===== src/sv/igsd_pkg.sv =====
// Shared types and constants of the group-quantized int4 dot-product block.
// Used by the lane, merge, scale stages and the top level; depends on nothing.
package igsd_pkg;

  localparam int ACT_W    = 16;
  localparam int SCALE_W  = 16;
  localparam int NIB_W    = 4;
  localparam int PROD_W   = NIB_W + ACT_W;
  localparam int PAIR_W   = PROD_W + 1;
  localparam int SUM_W    = 32;
  localparam int TOTAL_W  = 48;
  localparam int ROWLEN_W = 13;
  localparam int GRPSZ_W  = 9;
  localparam int CFG_W    = 13;
  localparam int CFGIDX_W = 1;

  // Flipping the top bit of a 4-bit code gives code minus 8 as a signed nibble.
  localparam logic [NIB_W-1:0] NIB_BIAS_FLIP = 4'h8;

  typedef enum logic [CFGIDX_W-1:0] {
    REG_ROW_LENGTH = 1'b0,
    REG_GROUP_SIZE = 1'b1
  } cfg_reg_t;

  typedef struct packed {
    logic valid;
    logic grp_end;
    logic row_end;
  } igsd_ctl_t;

endpackage


===== src/sv/int4_group_scaled_dot_product.sv =====
// Top level of the group-quantized int4 dot-product row engine.
// Depends on igsd_pkg, igsd_lane, igsd_merge and igsd_scale.
//
//   channel  direction  handshake          payload
//   in_      input      in_valid/in_stall   weight_byte, act_even, act_odd, group_scale
//   out_     output     out_valid/out_stall row_result, saturated
//   cfg_     input      cfg_we              cfg_index, cfg_wdata
//
// One word is accepted every cycle unless a stalled result holds the pipeline; two lanes take the even and odd nibble.
// The row result passes the lane, group merge, scale multiply and row add registers in
// that order; the lane register loads at the edge that accepts the row's last word.
// A stalled result freezes the whole pipeline and raises in_stall.
// Synchronous active-low reset clears counters, sums and valids; registers
// come up as row_length 4096 and group_size 32.
module int4_group_scaled_dot_product #(
  parameter int MAX_ROW   = 4096,
  parameter int MAX_GROUP = 256
) (
  input  logic                                 clk,
  input  logic                                 rst_n,
  input  logic                                 in_valid,
  output logic                                 in_stall,
  input  logic [7:0]                           in_weight_byte,
  input  logic signed [igsd_pkg::ACT_W-1:0]    in_act_even,
  input  logic signed [igsd_pkg::ACT_W-1:0]    in_act_odd,
  input  logic signed [igsd_pkg::SCALE_W-1:0]  in_group_scale,
  output logic                                 out_valid,
  input  logic                                 out_stall,
  output logic signed [igsd_pkg::TOTAL_W-1:0]  out_row_result,
  output logic                                 out_saturated,
  input  logic                                 cfg_we,
  input  logic [igsd_pkg::CFGIDX_W-1:0]        cfg_index,
  input  logic [igsd_pkg::CFG_W-1:0]           cfg_wdata
);
  import igsd_pkg::*;

  localparam int PW = $clog2(MAX_ROW + 1);
  localparam int LW = (PW > ROWLEN_W) ? PW : ROWLEN_W;
  localparam int GW = $clog2(MAX_GROUP + 1);
  localparam int HW = (GW > GRPSZ_W) ? GW : GRPSZ_W;

  logic [ROWLEN_W-1:0]      row_length_r;
  logic [GRPSZ_W-1:0]       group_size_r;
  logic [PW-1:0]            pos_r;
  logic [PW-1:0]            pos_nxt;
  logic [GW-1:0]            gpos_r;
  logic [GW-1:0]            gpos_nxt;
  logic signed [SCALE_W-1:0] held_r;
  logic signed [SCALE_W-1:0] scale_cur;

  logic [LW:0]              rl_eff;
  logic [LW:0]              pos_ext;
  logic [LW:0]              pos_new;
  logic [HW:0]              gs_eff;
  logic [HW:0]              gpos_new;
  logic                     take2;
  logic                     row_end;
  logic                     grp_end;
  logic                     adv;
  logic                     accept;
  logic signed [ACT_W-1:0]  act_odd_g;

  igsd_ctl_t                 ctl1_r;
  logic signed [SCALE_W-1:0] scale1_r;
  logic signed [PROD_W-1:0]  prod_even;
  logic signed [PROD_W-1:0]  prod_odd;
  igsd_ctl_t                 ctl2;
  logic signed [SUM_W-1:0]   grp_sum2;
  logic signed [SCALE_W-1:0] scale2;

  assign adv      = !out_valid || !out_stall;
  assign in_stall = !adv;
  assign accept   = in_valid && adv;

  always_ff @(posedge clk) begin
    if (!rst_n) begin
      row_length_r <= ROWLEN_W'(4096);
      group_size_r <= GRPSZ_W'(32);
    end else if (cfg_we) begin
      unique case (cfg_reg_t'(cfg_index))
        REG_ROW_LENGTH: row_length_r <= cfg_wdata[ROWLEN_W-1:0];
        REG_GROUP_SIZE: group_size_r <= cfg_wdata[GRPSZ_W-1:0];
      endcase
    end
  end

  always_comb begin
    rl_eff = (LW+1)'(row_length_r);
    if (rl_eff == '0) begin
      rl_eff = (LW+1)'(1);
    end else if (rl_eff > (LW+1)'(MAX_ROW)) begin
      rl_eff = (LW+1)'(MAX_ROW);
    end

    gs_eff = (HW+1)'(group_size_r);
    if (gs_eff > (HW+1)'(MAX_GROUP)) begin
      gs_eff = (HW+1)'(MAX_GROUP);
    end
    gs_eff[0] = 1'b0;
    if (gs_eff < (HW+1)'(2)) begin
      gs_eff = (HW+1)'(2);
    end

    pos_ext  = (LW+1)'(pos_r);
    // A single element left in the row is an odd tail: low nibble only.
    take2    = (pos_ext < rl_eff) && (pos_ext + (LW+1)'(2) <= rl_eff);
    pos_new  = pos_ext + (take2 ? (LW+1)'(2) : (LW+1)'(1));
    gpos_new = (HW+1)'(gpos_r) + (take2 ? (HW+1)'(2) : (HW+1)'(1));
    row_end  = pos_new >= rl_eff;
    grp_end  = row_end || (gpos_new >= gs_eff);
    pos_nxt  = row_end ? '0 : pos_new[PW-1:0];
    gpos_nxt = grp_end ? '0 : gpos_new[GW-1:0];

    scale_cur = (gpos_r == '0) ? in_group_scale : held_r;
    act_odd_g = take2 ? in_act_odd : '0;
  end

  always_ff @(posedge clk) begin
    if (!rst_n) begin
      pos_r  <= '0;
      gpos_r <= '0;
      held_r <= '0;
      ctl1_r <= '0;
    end else begin
      if (adv) begin
        ctl1_r.valid   <= accept;
        ctl1_r.grp_end <= grp_end;
        ctl1_r.row_end <= row_end;
      end
      if (accept) begin
        pos_r  <= pos_nxt;
        gpos_r <= gpos_nxt;
        held_r <= scale_cur;
      end
    end
  end

  always_ff @(posedge clk) begin
    if (adv) begin
      scale1_r <= scale_cur;
    end
  end

  igsd_lane u_lane_even (
    .clk  (clk),
    .adv  (adv),
    .code (in_weight_byte[NIB_W-1:0]),
    .act  (in_act_even),
    .prod (prod_even)
  );

  igsd_lane u_lane_odd (
    .clk  (clk),
    .adv  (adv),
    .code (in_weight_byte[2*NIB_W-1:NIB_W]),
    .act  (act_odd_g),
    .prod (prod_odd)
  );

  igsd_merge u_merge (
    .clk       (clk),
    .rst_n     (rst_n),
    .adv       (adv),
    .ctl_in    (ctl1_r),
    .prod_even (prod_even),
    .prod_odd  (prod_odd),
    .scale_in  (scale1_r),
    .ctl_out   (ctl2),
    .grp_sum   (grp_sum2),
    .scale_out (scale2)
  );

  igsd_scale u_scale (
    .clk       (clk),
    .rst_n     (rst_n),
    .adv       (adv),
    .ctl_in    (ctl2),
    .grp_sum   (grp_sum2),
    .scale     (scale2),
    .res_valid (out_valid),
    .res_total (out_row_result),
    .res_clip  (out_saturated)
  );

endmodule


===== src/sv/igsd_lane.sv =====
// One multiply lane: a signed weight nibble times a Q3.12 activation, registered.
// Depends on igsd_pkg for widths.
module igsd_lane (
  input  logic                                clk,
  input  logic                                adv,
  input  logic [igsd_pkg::NIB_W-1:0]          code,
  input  logic signed [igsd_pkg::ACT_W-1:0]   act,
  output logic signed [igsd_pkg::PROD_W-1:0]  prod
);
  import igsd_pkg::*;

  logic signed [NIB_W-1:0]  weight;
  logic signed [PROD_W-1:0] prod_nxt;
  logic signed [PROD_W-1:0] prod_r;

  always_comb begin
    weight   = signed'(code ^ NIB_BIAS_FLIP);
    prod_nxt = weight * act;
  end

  always_ff @(posedge clk) begin
    if (adv) begin
      prod_r <= prod_nxt;
    end
  end

  assign prod = prod_r;

endmodule


===== src/sv/igsd_merge.sv =====
// Merge stage: adds the two lane products and accumulates the group sum.
// At a group end the finished sum and its scale move on. Depends on igsd_pkg.
module igsd_merge (
  input  logic                                clk,
  input  logic                                rst_n,
  input  logic                                adv,
  input  igsd_pkg::igsd_ctl_t                 ctl_in,
  input  logic signed [igsd_pkg::PROD_W-1:0]  prod_even,
  input  logic signed [igsd_pkg::PROD_W-1:0]  prod_odd,
  input  logic signed [igsd_pkg::SCALE_W-1:0] scale_in,
  output igsd_pkg::igsd_ctl_t                 ctl_out,
  output logic signed [igsd_pkg::SUM_W-1:0]   grp_sum,
  output logic signed [igsd_pkg::SCALE_W-1:0] scale_out
);
  import igsd_pkg::*;

  logic signed [PAIR_W-1:0]  pair;
  logic signed [SUM_W-1:0]   acc;
  logic signed [SUM_W-1:0]   part_r;
  igsd_ctl_t                 ctl_r;
  logic signed [SUM_W-1:0]   sum_r;
  logic signed [SCALE_W-1:0] scale_r;

  always_comb begin
    pair = PAIR_W'(prod_even) + PAIR_W'(prod_odd);
    // The group sum wraps at 32 bits.
    acc  = part_r + SUM_W'(pair);
  end

  always_ff @(posedge clk) begin
    if (!rst_n) begin
      part_r <= '0;
      ctl_r  <= '0;
    end else if (adv) begin
      ctl_r.valid   <= ctl_in.valid && ctl_in.grp_end;
      ctl_r.grp_end <= ctl_in.grp_end;
      ctl_r.row_end <= ctl_in.row_end;
      if (ctl_in.valid) begin
        part_r <= ctl_in.grp_end ? '0 : acc;
      end
    end
  end

  always_ff @(posedge clk) begin
    if (adv && ctl_in.valid && ctl_in.grp_end) begin
      sum_r   <= acc;
      scale_r <= scale_in;
    end
  end

  assign ctl_out   = ctl_r;
  assign grp_sum   = sum_r;
  assign scale_out = scale_r;

endmodule


===== src/sv/igsd_scale.sv =====
// Scale stage: group sum times scale, then saturating add into the row total.
// Holds the output register of the result channel. Depends on igsd_pkg.
module igsd_scale (
  input  logic                                 clk,
  input  logic                                 rst_n,
  input  logic                                 adv,
  input  igsd_pkg::igsd_ctl_t                  ctl_in,
  input  logic signed [igsd_pkg::SUM_W-1:0]    grp_sum,
  input  logic signed [igsd_pkg::SCALE_W-1:0]  scale,
  output logic                                 res_valid,
  output logic signed [igsd_pkg::TOTAL_W-1:0]  res_total,
  output logic                                 res_clip
);
  import igsd_pkg::*;

  localparam logic signed [TOTAL_W-1:0] TOTAL_MAX = {1'b0, {(TOTAL_W-1){1'b1}}};
  localparam logic signed [TOTAL_W-1:0] TOTAL_MIN = {1'b1, {(TOTAL_W-1){1'b0}}};

  logic                       v3_r;
  logic                       rend3_r;
  logic signed [TOTAL_W-1:0]  prod3_r;
  logic signed [TOTAL_W-1:0]  total_r;
  logic                       clip_r;
  logic signed [TOTAL_W:0]    sum_wide;
  logic signed [TOTAL_W-1:0]  total_nxt;
  logic                       ovf;
  logic                       out_valid_r;
  logic signed [TOTAL_W-1:0]  out_total_r;
  logic                       out_clip_r;

  always_ff @(posedge clk) begin
    if (!rst_n) begin
      v3_r    <= 1'b0;
      rend3_r <= 1'b0;
    end else if (adv) begin
      v3_r    <= ctl_in.valid;
      rend3_r <= ctl_in.row_end;
    end
  end

  always_ff @(posedge clk) begin
    if (adv && ctl_in.valid) begin
      prod3_r <= TOTAL_W'(grp_sum) * TOTAL_W'(scale);
    end
  end

  always_comb begin
    sum_wide = (TOTAL_W+1)'(total_r) + (TOTAL_W+1)'(prod3_r);
    ovf      = sum_wide[TOTAL_W] != sum_wide[TOTAL_W-1];
    if (!ovf) begin
      total_nxt = sum_wide[TOTAL_W-1:0];
    end else if (sum_wide[TOTAL_W]) begin
      total_nxt = TOTAL_MIN;
    end else begin
      total_nxt = TOTAL_MAX;
    end
  end

  always_ff @(posedge clk) begin
    if (!rst_n) begin
      total_r     <= '0;
      clip_r      <= 1'b0;
      out_valid_r <= 1'b0;
    end else if (adv) begin
      out_valid_r <= v3_r && rend3_r;
      if (v3_r) begin
        if (rend3_r) begin
          total_r <= '0;
          clip_r  <= 1'b0;
        end else begin
          total_r <= total_nxt;
          clip_r  <= clip_r | ovf;
        end
      end
    end
  end

  always_ff @(posedge clk) begin
    if (adv && v3_r && rend3_r) begin
      out_total_r <= total_nxt;
      out_clip_r  <= clip_r | ovf;
    end
  end

  assign res_valid = out_valid_r;
  assign res_total = out_total_r;
  assign res_clip  = out_clip_r;

endmodule


===== config.mk =====
export PLATFORM = sky130hd
export DESIGN_NAME = int4_group_scaled_dot_product
export DESIGN_NICKNAME = d
export VERILOG_FILES = /design/src/sv/igsd_pkg.sv /design/src/sv/int4_group_scaled_dot_product.sv /design/src/sv/igsd_lane.sv /design/src/sv/igsd_merge.sv /design/src/sv/igsd_scale.sv
export SDC_FILE = /design/constraint.sdc
export NUM_CORES = 2
export LEC_CHECK = 0
export ABC_AREA = 1
export BUFFER_PORTS_ARGS = -buffer_cell sky130_fd_sc_hd__buf_2
export CAP_MARGIN = 15
export CORE_MARGIN = 5
export CORE_UTILIZATION = 60
export DETAILED_ROUTE_END_ITERATION = 10
export GPL_ROUTABILITY_DRIVEN = 0
export PLACE_DENSITY = 0.77
export RECOVER_POWER = 100
export SLEW_MARGIN = 25
export SYNTH_ARGS = -nofsm -noshare
export SYNTH_HDL_FRONTEND = slang
export SYNTH_SLANG_ARGS = --single-unit

===== constraint.sdc =====
create_clock -name clk -period 7.82 [get_ports clk]
set_input_delay 0.391 -clock clk [delete_from_list [all_inputs] [get_ports clk]]
set_output_delay 0.391 -clock clk [all_outputs]
set_load 0.02 [all_outputs]

==> metrics.yaml <==
grt_use_met3: 0.03207
die_h_um: 277.5
r2r_cells: 37
violations: "max-capacitance violations, max-slew violations"
insertion_delay_ns: 0.57
final_nets: 6332
synth-seq-cells: 350
synth-xor-area-share: 0.03427
io_pins: 126
synthTopCellsByCount: "nand2_1, inv_1, fa_1"
critical-path-slowest-cell: "fa_1"
crit_type: "flip-flop to flip-flop"
synthArstFlopShare: 0
num_vias: 34640
grt-busiest-layer: "met2"
worst_path_largest_cell_delay_ns: 0.49
grt_overflow: 0
firstDrtPassIters: 7
numCtsBuffers: 39
hold_class: "input port to flip-flop"
max_cap_violations: 10
grtUsageMet1: 0.3734
drv_slew: 471
fin_util: 0.6385
gr-usage-all-layers: 0.2744
start_util: 0.6027
met2_usage: 0.4647
routedWlPerCell_um: 16.65
syn_to_final_growth_pct: 5.945
hpwl_mm: 84.78
synth_top_family_by_area: "adder cells"
crit_path_max_fanout: 24
io_buffers: 125
syn_area_per_cell_um2: 8.100
synth_cell_types: 54
syn_nets: 6275
cts_htree_levels: 2
synthMuxAreaShare: 0
clk_pin_slew_ns: 0.06
cts_buffer_depth: 3
first_iter_violations: 3111
cp-start-kind: "flip-flop"
period_needed_ns: 7.035
synth-seq-area-share: 0.2100
drc: 0
core_mm2: 0.07124
num_rows: 98
setup_viol: 0
final.setup.tns_ns: 0
max_slew_margin: -1.323
dieWidth_um: 277.5
dieArea_mm2: 0.07701
grt_max_degree: 78
synth-adder-area-share: 0.3646
min_path_cells: 3
crit_path_end_kind: "flip-flop"
critical_path_arrival_ns: 7.35
cpMostUsedCell: "nand2_1"
rsz0062_at_grt: "false"
synth-simple-area-share: 0.2012
cts_sinks: 350
status: "finished with violations"
syn-instance-count: 5301
synth_edf_count: 201
viasPerCell: 5.466
synth_warnings: 0
grt_pass1_vias: 34710
grt_pass1_wl_mm: 174.4
min_period_over_period: 0.8996
yosys.area.top_type: "fa_1"
hold_viol: 0
required_ns: 8.14
clock_skew_ns: 0.02426
synth.area.top_cells: "fa_1, edfxtp_1, nand2_1, inv_1, ha_1"
synth.top_cell.area_share: 0.2737
drive_gt1_frac: 0.06106
postRouteAntennaNets: 0
ys_dominant_reg_cell: "edfxtp_1"
synth.most_common_cell: "nand2_1"
cts-root-buf: "clkbuf_16"
max_freq_ghz: 0.1421
antenna_found_initial: 0
tritoncts: "built"
syn_area_mm2: 0.04294
worst_pin_slew_ns: 3.484
wirelength_mm: 105.5
diodes: 0
timing.hold.ws_ns: 0.03537
synth-compound-area-share: 0.07865
## layer usage
layer / routed length (um) / vias to the layer above
met5: 0 / -
met4: 3475 / 0
met3: 7731 / 233
met2: 50890 / 1324
met1: 43440 / 16700
li1: - / 16380
## state kept, by name, summed over array words and instances, names as in the netlist, 2 cells and up
signal,cells
u_merge.grp_sum,32
ctl1_r,3
row_length_r,13
scale1_r,16
u_merge.ctl_out,2
u_scale.prod3_r,48
group_size_r,9
u_merge.part_r,32
u_merge.scale_out,16
held_r,16
gpos_r,9
pos_r,13
u_scale.res_total,48
u_scale.total_r,48
u_lane_odd.prod,20
u_lane_even.prod,20
## logic make-up after synthesis
family,count (synthesis)
buf+inv,1243
simple gates,2046
flops,350
fa+ha+maj,899
xor+xnor,168
compound gates,595
## cells in the final DEF, fill, tap and decap left out, types with 6 or more instances in the layout
master,count
a21o_1,11
a21oi_1,319
a21oi_2,10
a31oi_1,15
and3_1,6
buf_2,71
buf_4,23
buf_8,6
clkbuf_1,77
clkbuf_16,40
clkinv_1,8
dfxtp_1,149
edfxtp_1,201
fa_1,587
ha_1,312
inv_1,1065
inv_2,19
nand2_1,1329
nand2_2,35
nand2_4,28
nand3_1,124
nand4_1,50
nor2_1,338
nor2_2,13
nor2_4,7
nor3_1,36
nor4_1,12
o211ai_1,8
o21ai_0,172
o21bai_1,33
or2_2,52
xnor2_1,63
xor2_1,105
## critical path: cells and delay by family (launching register included)
family	cells	cell delay, ns
AND/OR/NAND/NOR	20	2.35
adder cells (fa/ha/maj)	6	2.34
AO/OA/AOI/OAI	5	0.95
buffers and inverters	5	0.59
flip-flops	1	0.43
XOR/XNOR	1	0.10
## layout make-up
| type | instances | area [um^2] |
|---|---|---|
| clock buffer | 51 | 1052 |
| timing repair buffer | 169 | 885.9 |
| multi-input combinational | 3708 | 28990 |
| sequential | 350 | 9019 |
| tap | 950 | 1189 |
| clock inverter | 20 | 254.0 |
| inverter | 1090 | 4096 |
| fill | 6118 | 25750 |
## per-stage QoR
stage          area [um^2]  setup WS [ns]  cells
6_report             45490         0.7848   6338
3_5_place_dp         44440         0.7345   6263
3_3_place_gp         44390         0.8907   6260
5_1_grt              45490        0.08129   6338
2_1_floorplan        42940          1.499   5301
4_1_cts              45750         0.6828   6334
## worst paths after layout
path	to	start	slack, ns
worst max-delay path	u_lane_odd.prod[15]	pos_r[4]	0.78
worst min-delay path	row_length_r[10]	cfg_wdata[10]	0.04
worst max register to register	u_lane_odd.prod[15]	pos_r[4]	0.78
worst min register to register	u_merge.scale_out[0]	scale1_r[0]	0.42
## timing repair
item	in CTS	in global routing
gates resized for setup	0	1
hold buffers	0	0
endpoints found under the setup margin	0	2
setup buffers	0	0
endpoints found under the hold margin	0	0
Power is left out: the tool's default activity adds up to more than one toggle a clock period on the data nets, which glitch-free logic cannot reach.
